### src/rtl/delta_list_task_scheduler_core_macros.svh
// assertion macros for the delta list scheduler
`ifndef DELTA_LIST_TASK_SCHEDULER_CORE_MACROS_SVH
`define DELTA_LIST_TASK_SCHEDULER_CORE_MACROS_SVH
`ifndef SYNTHESIS
`define DLTS_ASSERT_IMPL(label, clk, rst_n, ante, cons) \
  label: assert property (@(posedge clk) disable iff (!rst_n) (ante) |-> (cons)) \
    else $error("assertion failed");
`define DLTS_ASSERT_NEXT(label, clk, rst_n, ante, cons) \
  label: assert property (@(posedge clk) disable iff (!rst_n) (ante) |=> (cons)) \
    else $error("assertion failed");
`else
`define DLTS_ASSERT_IMPL(label, clk, rst_n, ante, cons)
`define DLTS_ASSERT_NEXT(label, clk, rst_n, ante, cons)
`endif
`endif

### src/rtl/dlts_pkg.sv
`default_nettype none
// ----------------------------------------------------------------------------
// dlts_pkg
// types and constants shared by the delta list scheduler
// ----------------------------------------------------------------------------
package dlts_pkg;
  localparam int MaxTasksDef = 16;
  localparam int TickMsDef   = 10;

  localparam logic [1:0] MODE_TICK = 2'd0;
  localparam logic [1:0] MODE_ADD  = 2'd1;
  localparam logic [1:0] MODE_DEL  = 2'd2;
  localparam logic [1:0] MODE_DISP = 2'd3;

  typedef struct packed {
    logic [1:0]  mode;
    logic [7:0]  task_id;
    logic [31:0] first_ms;
    logic [31:0] period_ms;
    logic        one_shot;
    logic [3:0]  slot_index;
  } in_word_t;

  typedef struct packed {
    logic       ran_valid;
    logic [7:0] ran_task_id;
    logic       add_rejected;
  } out_word_t;

  typedef struct packed {
    logic [7:0]  task_id;
    logic [31:0] delta;
    logic [31:0] period;
    logic [7:0]  run_count;
    logic        single;
  } slot_t;

  // request from the control sequencer to the divider
  typedef struct packed {
    logic        start;
    logic [31:0] dividend;
  } div_req_t;
endpackage
`default_nettype wire

### src/rtl/delta_list_task_scheduler_core.sv
`default_nettype none
// ----------------------------------------------------------------------------
// delta_list_task_scheduler_core
// delta sorted timer queue held in a slot memory
// ----------------------------------------------------------------------------
// Input words carry a mode (tick, add, delete, dispatch) and arguments; each
// accepted word gives exactly one output word (ran flag, task id, reject).
// The slot table lives in one memory with a registered read; every
// operation runs as a sequence that reads, modifies and writes back entries
// one at a time, the used count being held in a register.
// An add runs two reciprocal divides, then walks the list and shifts the
// later slots up one at a time; a delete shifts the later slots down; a
// one-shot dispatch is a removal, a periodic one a removal then a re-insert.
// With the one memory and the slot by slot walk, a word takes longer the
// more slots are in use.
// One word is worked on at a time; in_stall is high while busy. A finished
// result moves into the output register; if that still holds a word the
// receiver has not taken, the sequencer waits and the input stays stalled.
// Reset empties the table at once through the count register; entries
// beyond the count are never used.
// ----------------------------------------------------------------------------
module delta_list_task_scheduler_core #(
  parameter int MAX_TASKS = dlts_pkg::MaxTasksDef,
  parameter int TICK_MS   = dlts_pkg::TickMsDef
) (
  input  wire logic                clk,
  input  wire logic                rst_n,
  input  wire logic                in_valid,
  output logic                     in_stall,
  input  wire dlts_pkg::in_word_t  in_data,
  output logic                     out_valid,
  input  wire logic                out_stall,
  output dlts_pkg::out_word_t      out_data
);
  import dlts_pkg::*;
  `include "delta_list_task_scheduler_core_macros.svh"

  localparam int AW = $clog2(MAX_TASKS);
  localparam int CW = $clog2(MAX_TASKS + 1);
  localparam logic [CW-1:0] Full = CW'(MAX_TASKS);

  localparam logic [3:0] S_IDLE  = 4'd0;
  localparam logic [3:0] S_TICK  = 4'd1;
  localparam logic [3:0] S_DIV1  = 4'd2;
  localparam logic [3:0] S_DIV2  = 4'd3;
  localparam logic [3:0] S_WALK  = 4'd4;
  localparam logic [3:0] S_WCHK  = 4'd5;
  localparam logic [3:0] S_SHRD  = 4'd6;
  localparam logic [3:0] S_SHWR  = 4'd7;
  localparam logic [3:0] S_RMRD  = 4'd8;
  localparam logic [3:0] S_RMWR  = 4'd9;
  localparam logic [3:0] S_DISP  = 4'd10;
  localparam logic [3:0] S_OUT   = 4'd11;

  slot_t mem [MAX_TASKS];
  slot_t rd_q;
  logic  we;
  logic [AW-1:0] wa, ra;
  slot_t wd;

  always_ff @(posedge clk) begin
    if (we) mem[wa] <= wd;
    rd_q <= mem[ra];
  end

  logic [3:0]    st_r, st_nxt;
  logic [CW-1:0] cnt_r, cnt_nxt;
  logic [CW-1:0] idx_r, idx_nxt;
  logic [CW-1:0] at_r, at_nxt;
  in_word_t      req_r, req_nxt;
  logic [31:0]   dt_r, dt_nxt, pt_r, pt_nxt;
  logic          reins_r, reins_nxt;
  logic          ov_r, ov_nxt;
  out_word_t     od_r, od_nxt;
  out_word_t     res_r, res_nxt;
  div_req_t      dreq;
  logic          ddone;
  logic [31:0]   dq;
  slot_t         ins;

  dlts_div #(.TICK_MS(TICK_MS)) u_div (
    .clk(clk), .rst_n(rst_n), .req(dreq), .done(ddone), .quot(dq)
  );

  assign in_stall = (st_r != S_IDLE);
  assign out_valid = ov_r;
  assign out_data  = od_r;

  always_comb begin
    ins.task_id   = req_r.task_id;
    ins.delta     = dt_r;
    ins.period    = pt_r;
    ins.run_count = 8'd0;
    ins.single    = req_r.one_shot;
  end

  always_comb begin
    st_nxt = st_r; cnt_nxt = cnt_r; idx_nxt = idx_r; at_nxt = at_r;
    req_nxt = req_r; dt_nxt = dt_r; pt_nxt = pt_r; reins_nxt = reins_r;
    ov_nxt = ov_r; od_nxt = od_r; res_nxt = res_r;
    we = 1'b0; wa = '0; wd = rd_q; ra = '0;
    dreq.start = 1'b0; dreq.dividend = req_r.first_ms;
    if (ov_r && !out_stall) ov_nxt = 1'b0;
    unique case (st_r)
      S_IDLE: begin
        if (in_valid && !in_stall) begin
          req_nxt = in_data;
          res_nxt = '0;
          reins_nxt = 1'b0;
          unique case (in_data.mode)
            MODE_TICK: st_nxt = (cnt_r != '0) ? S_TICK : S_OUT;
            MODE_ADD: begin
              if (cnt_r == Full) begin
                res_nxt.add_rejected = 1'b1;
                st_nxt = S_OUT;
              end else begin
                dreq.start = 1'b1;
                dreq.dividend = in_data.first_ms;
                st_nxt = S_DIV1;
              end
            end
            MODE_DEL: begin
              // slots at or past the count are unused, deleting them is a no-op
              if (32'(in_data.slot_index) < 32'(cnt_r)) begin
                idx_nxt = CW'(in_data.slot_index);
                st_nxt = S_RMRD;
              end else st_nxt = S_OUT;
            end
            MODE_DISP: st_nxt = (cnt_r != '0) ? S_DISP : S_OUT;
            default: st_nxt = S_OUT;
          endcase
          ra = '0;
        end
      end
      S_TICK: begin
        we = 1'b1; wa = '0; wd = rd_q;
        if (rd_q.delta == '0) wd.run_count = rd_q.run_count + 8'd1;
        else wd.delta = rd_q.delta - 32'd1;
        st_nxt = S_OUT;
      end
      S_DIV1: begin
        if (ddone) begin
          dt_nxt = dq;
          dreq.start = 1'b1;
          dreq.dividend = req_r.period_ms;
          st_nxt = S_DIV2;
        end
      end
      S_DIV2: begin
        if (ddone) begin
          pt_nxt = dq;
          idx_nxt = '0;
          ra = '0;
          st_nxt = S_WALK;
        end
      end
      S_WALK: begin
        // rd_q holds slot idx_r
        if (idx_r < cnt_r && rd_q.delta <= dt_r) begin
          dt_nxt = dt_r - rd_q.delta;
          idx_nxt = idx_r + CW'(1);
          ra = AW'(idx_r + CW'(1));
          st_nxt = S_WCHK;
        end else begin
          at_nxt = idx_r;
          if (idx_r < cnt_r) begin
            we = 1'b1; wa = AW'(idx_r); wd = rd_q;
            wd.delta = rd_q.delta - dt_r;
          end
          idx_nxt = cnt_r;
          st_nxt = S_SHRD;
        end
      end
      S_WCHK: begin
        ra = AW'(idx_r);
        st_nxt = S_WALK;
      end
      S_SHRD: begin
        if (idx_r == at_r) begin
          we = 1'b1; wa = AW'(at_r); wd = ins;
          cnt_nxt = cnt_r + CW'(1);
          st_nxt = S_OUT;
        end else begin
          ra = AW'(idx_r - CW'(1));
          st_nxt = S_SHWR;
        end
      end
      S_SHWR: begin
        we = 1'b1; wa = AW'(idx_r); wd = rd_q;
        idx_nxt = idx_r - CW'(1);
        st_nxt = S_SHRD;
      end
      S_RMRD: begin
        if (idx_r + CW'(1) >= cnt_r) begin
          cnt_nxt = cnt_r - CW'(1);
          if (reins_r) begin
            idx_nxt = '0; ra = '0; st_nxt = S_WCHK;
          end else st_nxt = S_OUT;
        end else begin
          ra = AW'(idx_r + CW'(1));
          st_nxt = S_RMWR;
        end
      end
      S_RMWR: begin
        we = 1'b1; wa = AW'(idx_r); wd = rd_q;
        idx_nxt = idx_r + CW'(1);
        st_nxt = S_RMRD;
      end
      S_DISP: begin
        if (rd_q.run_count != 8'd0) begin
          res_nxt.ran_valid = 1'b1;
          res_nxt.ran_task_id = rd_q.task_id;
          req_nxt.task_id = rd_q.task_id;
          req_nxt.one_shot = rd_q.single;
          dt_nxt = rd_q.period;
          pt_nxt = rd_q.period;
          reins_nxt = !rd_q.single;
          idx_nxt = '0;
          st_nxt = S_RMRD;
        end else st_nxt = S_OUT;
      end
      S_OUT: begin
        // wait here while the output register still holds an untaken word
        if (!ov_r || !out_stall) begin
          ov_nxt = 1'b1;
          od_nxt = res_r;
          st_nxt = S_IDLE;
        end
      end
      default: st_nxt = S_IDLE;
    endcase
  end

  always_ff @(posedge clk) begin
    if (!rst_n) begin
      st_r  <= S_IDLE;
      cnt_r <= '0;
      ov_r  <= 1'b0;
    end else begin
      st_r  <= st_nxt;
      cnt_r <= cnt_nxt;
      ov_r  <= ov_nxt;
    end
    idx_r <= idx_nxt; at_r <= at_nxt; req_r <= req_nxt;
    dt_r <= dt_nxt; pt_r <= pt_nxt; reins_r <= reins_nxt; od_r <= od_nxt;
    res_r <= res_nxt;
  end

  `DLTS_ASSERT_IMPL(a_cnt_max, clk, rst_n, 1'b1, cnt_r <= Full)
  `DLTS_ASSERT_IMPL(a_state_ok, clk, rst_n, 1'b1, st_r <= S_OUT)
  `DLTS_ASSERT_NEXT(a_accept_busy, clk, rst_n, in_valid && !in_stall, st_r != S_IDLE)
  `DLTS_ASSERT_NEXT(a_out_hold, clk, rst_n, ov_r && out_stall, ov_r && $stable(od_r))
  `DLTS_ASSERT_IMPL(a_rej_full, clk, rst_n, st_r == S_OUT && res_r.add_rejected, cnt_r == Full)
endmodule
`default_nettype wire

### src/rtl/dlts_div.sv
`default_nettype none
// ----------------------------------------------------------------------------
// dlts_div
// division by a constant through a reciprocal multiply, result registered
// ----------------------------------------------------------------------------
module dlts_div #(
  parameter int TICK_MS = dlts_pkg::TickMsDef
) (
  input  wire logic               clk,
  input  wire logic               rst_n,
  input  wire dlts_pkg::div_req_t req,
  output logic                    done,
  output logic [31:0]             quot
);
  // magic = floor(2^(32+L) / TICK_MS) + 1 always has bit 32 set,
  // so x * magic = x * low word + (x << 32)
  localparam int          L       = $clog2(TICK_MS);
  localparam logic [63:0] Magic   = ((64'd1 << (32 + L)) / 64'(TICK_MS)) + 64'd1;
  localparam logic [31:0] MagicLo = Magic[31:0];

  logic [31:0] x_r, x_nxt;
  logic [63:0] prod_r, prod_nxt;
  logic        v_r, v_nxt;
  logic [64:0] sum;

  always_comb begin
    x_nxt    = x_r;
    prod_nxt = prod_r;
    v_nxt    = req.start;
    if (req.start) begin
      x_nxt    = req.dividend;
      prod_nxt = 64'(req.dividend) * 64'(MagicLo);
    end
    sum = {1'b0, prod_r} + {1'b0, x_r, 32'd0};
  end

  always_ff @(posedge clk) begin
    if (!rst_n) begin
      v_r <= 1'b0;
    end else begin
      v_r <= v_nxt;
    end
    x_r    <= x_nxt;
    prod_r <= prod_nxt;
  end

  assign done = v_r;
  assign quot = 32'(sum >> (32 + L));
endmodule
`default_nettype wire

### config.mk
export PLATFORM = sky130hd
export DESIGN_NAME = delta_list_task_scheduler_core
export DESIGN_NICKNAME = d
export VERILOG_FILES = /design/src/rtl/dlts_pkg.sv /design/src/rtl/delta_list_task_scheduler_core.sv /design/src/rtl/dlts_div.sv
export VERILOG_INCLUDE_DIRS = /design/src /design/src/rtl
export SDC_FILE = /design/constraint.sdc
export NUM_CORES = 2
export LEC_CHECK = 0
export BUFFER_PORTS_ARGS = -buffer_cell sky130_fd_sc_hd__buf_2
export CAP_MARGIN = 20
export CORE_AREA = 2 2 397 399
export DETAILED_ROUTE_END_ITERATION = 7
export DIE_AREA = 0 0 399 401
export PLACE_DENSITY = 0.71
export SLEW_MARGIN = 20
export SYNTH_ARGS = -nofsm -noshare
export SYNTH_HDL_FRONTEND = slang
export SYNTH_HIERARCHICAL = 1
export SYNTH_SLANG_ARGS = --single-unit
### constraint.sdc
create_clock -name clk -period 15.55 [get_ports clk]
set_input_delay 3.8875 -clock clk [delete_from_list [all_inputs] [get_ports clk]]
set_output_delay 3.8875 -clock clk [all_outputs]
set_load 0.05 [all_outputs]
==> impl_results.md <==
- R2r setup slk: 5.56 ns
- Status: finished, violations left
- Area delta synth->final: 10.3%
- Slew Viols, Final: 0
- Failing checks: design-rule violations
- Hold buffer count at CTS: 0
- Largest net degree at the start of global routing: 203
- Via count: 53,800
- Synth Warn #: 6
- Die Ht: roughly 400 um
- First drt pass iteration count: 8
- Clk Latency, worst-skew pair: 0.82 ns
- Delay-heaviest family, CP: adder cells
- Number of synthesized flops with an enable pin: 1,528
- DRT iter0 DRCs: 5,485
- Wirelength per Cell: between 20 and 30 um
- Hold Fails Final Rpt: 0
- Vias in the first global route: 54,500
- RSZ-0062 raised after global routing: no
- Via-to-Cell Ratio: a little over 6
- TritonCTS buffer count: 166
- Critical Path Start Type: primary input
- Proportion of layout cells with a drive suffix above 1: 0.120
- Unique cell type count in the Yosys netlist: 97
- Gate Count Post-Synth: 6,459
- Setup violators final: 0
- Core Region: approximately 0.16 sq mm
- Final worst path period share: 0.807
- Min Tclk post-route: 12.55 ns
- Max incr delay on CP: 0.58 ns
- Headroom to the max-slew limit: 0.205
- GPL Wtd Cong: 0.977
- Setup crit end kind: register
- Max Fclk: 79.7 MHz
- CTS Sinks: 1,620
- Clock Tree Root: clkbuf_16
- Clock buffer depth: 3
- WP data arrival: 13.07 ns
- Initial antenna violation count: 3
- PostCTS Resize Cnt: 0
- Worst path bufs/invs: 7
- Max-Cap Viols: 0
- Die width: 399 um
- Worst-path clk slew: 0.06 ns
- Postcts setup bufs: 0
- Syn Area/Cell: 13.2 sq um
- #FFs+latches synth: 1,620
- Fillers: 12,000
- Asr flop ratio synth: 0
- Row count: 145
- Dpl hpwl: 149,000 um
- Gr usage total: 0.291
- Worst-Margin Slew: 1.19 ns
- Worst path slowest cell: fa_1
- Post-synthesis sequential area ratio: 0.559
- CTS tree: built
- Final ANT Viol Nets: 0
- Area of the multi-input gates: 0.0341 sq mm
- I/O pin count: 95
- Post-Syn Area: 0.0853 sq mm
- Post-route DRC: 1
- CP Class: primary input to register
- Die area: 0.160 sq mm
- Dominant register cell in the synthesized netlist: edfxtp_1
- Hold Crit Class: register to register
- Post-layout nets: 7,485
- Initial core utilization: 0.548
- Crit Path Max Fanout: 33
- Htree depth: 4
- First-pass GRT wire length: 346,000 um
- Top cell by count, worst path: fa_1
- Worst path required time: 16.08 ns
- Final setup TNS: 0 ns
- Register Area: 0.0477 sq mm
- Worst Skew: approximately 0.037 ns
- N_diodes: 0
- Grt ovf: 0
- DRT Wirelength: approximately 230,000 um
- Number of port buffers: 94
==> cells in the final DEF (no fill, tap or decap), types with 22 or more instances in the layout <==
cell       Yosys  routed
edfxtp_1    1528    1528
nand2_1      688     688
inv_1        668     666
ha_1         435     435
fa_1         389     389
o211ai_1     261     261
mux2i_1      260     260
mux2_2       239     239
o21ai_0      171     171
clkbuf_16      0     170
a21oi_1      170     169
buf_4         11     143
nor2_1       131     111
a21o_1       108     108
nand4_1      105     105
buf_2         97      97
dfxtp_1       92      92
a211oi_1      90      90
xnor2_1       82      82
a311o_1       81      81
and2_1        73      73
xor2_1        50      50
nor3_1        43      41
nand3_1       40      39
a222oi_1      38      38
a22oi_1       38      38
clkbuf_1     177      34
clkinv_2       0      34
and2_0        29      29
a31oi_1       26      26
nor2b_1       24      24
o21a_1        25      24
and3_1        22      22
==> metal layers <==
layer  vias up  GRT usage  part of all wire
li1      23900          -                 -
met1     27300      0.395              0.41
met2      2191      0.481              0.49
met3       469     0.0396             0.068
met4         2      0.104             0.038
met5         -          0          0.000051
==> Yosys cell counts (50+ instances only) <==
master,count,area share
a21oi_1,170,0.010
inv_1,668,0.029
mux2_2,239,0.032
nor2_1,131,0.0058
dfxtp_1,92,0.022
clkbuf_1,177,0.0078
xnor2_1,82,0.0084
o211ai_1,261,0.023
nand4_1,105,0.0077
xor2_1,50,0.0051
nand2_1,688,0.030
edfxtp_1,1528,0.54
a211oi_1,90,0.0079
a311o_1,81,0.0095
o21ai_0,171,0.010
fa_1,389,0.091
ha_1,435,0.064
a21o_1,108,0.0095
and2_1,73,0.0054
mux2i_1,260,0.031
buf_2,97,0.0057
==> state kept, by name, summed over array words and instances, names as in the netlist, 9 cells and up <==
signal / flops
pt_r: 32
out_data: 10
mem: 1296
res_r: 10
req_r: 64
ins: 9
dt_r: 32
u_div/prod_r: 32
rd_q: 81
u_div/x_r: 32
==> logic make-up (layout without fill, tap and decap cells) <==
group / count (synthesis) / in the layout / synth area share
buffers and inverters: 968 / 1227 / 0.0446
AO/OA/AOI/OAI: 1166 / 1166 / 0.0976
other: 1 / 3 / 0.0000440
XOR/XNOR: 132 / 132 / 0.0135
adder cells (fa/ha/maj): 824 / 824 / 0.155
flip-flops: 1620 / 1620 / 0.559
AND/OR/NAND/NOR: 1244 / 1244 / 0.0671
multiplexers: 504 / 504 / 0.0627
==> cell type report <==
type	instances	share of cell area
clock buffers	214	0.0480
clock inverters	96	0.0113
inverters	670	0.0267
multi-input cells	3873	0.362
flip-flops and latches	1620	0.507
well taps	2058	0.0274
repair buffers	247	0.0179
==> metrics by stage <==
| step | instance area, sq um | utilization | hold WS, ns | std cells | setup WS (ns) |
|---|---|---|---|---|---|
| 2_1_floorplan | 85300 | - | 0.400 | 6461 | 3.39 |
| 3_3_place_gp | 88500 | 0.569 | 0.407 | 8463 | 2.50 |
| 3_5_place_dp | 88500 | 0.569 | 0.406 | 8464 | 2.35 |
| 4_1_cts | 94100 | 0.605 | 0.415 | 8774 | 3.12 |
| 5_1_grt | 94100 | 0.605 | 0.427 | 8778 | 2.73 |
| 6_report | 94100 | 0.605 | 0.427 | 8778 | 3.00 |
==> worst paths after layout <==
kind,start,to,cells after the start
max,in_data[78],u_div/prod_r[52]$_DFFE_PP_,30
min,res_r[7]$_DFFE_PP_,out_data[7]$_DFFE_PP_,0
max reg2reg,cnt_r[0]$_SDFFE_PN0P_,u_div/prod_r[52]$_DFFE_PP_,31
min reg2reg,res_r[7]$_DFFE_PP_,out_data[7]$_DFFE_PP_,0
==> worst register-to-register path: cells and delay by family, from the launching register on <==
| kind | cells | cell delay (ns) |
|---|---|---|
| compound gates | 10 | 2.74 |
| buf+inv | 6 | 1.03 |
| flops | 1 | 0.38 |
| xor+xnor | 1 | 0.08 |
| simple gates | 5 | 1.16 |
| fa+ha+maj | 9 | 4.34 |
Power is left out: the tool's default activity adds up to more than one toggle a clock period on the data nets, which glitch-free logic cannot reach.
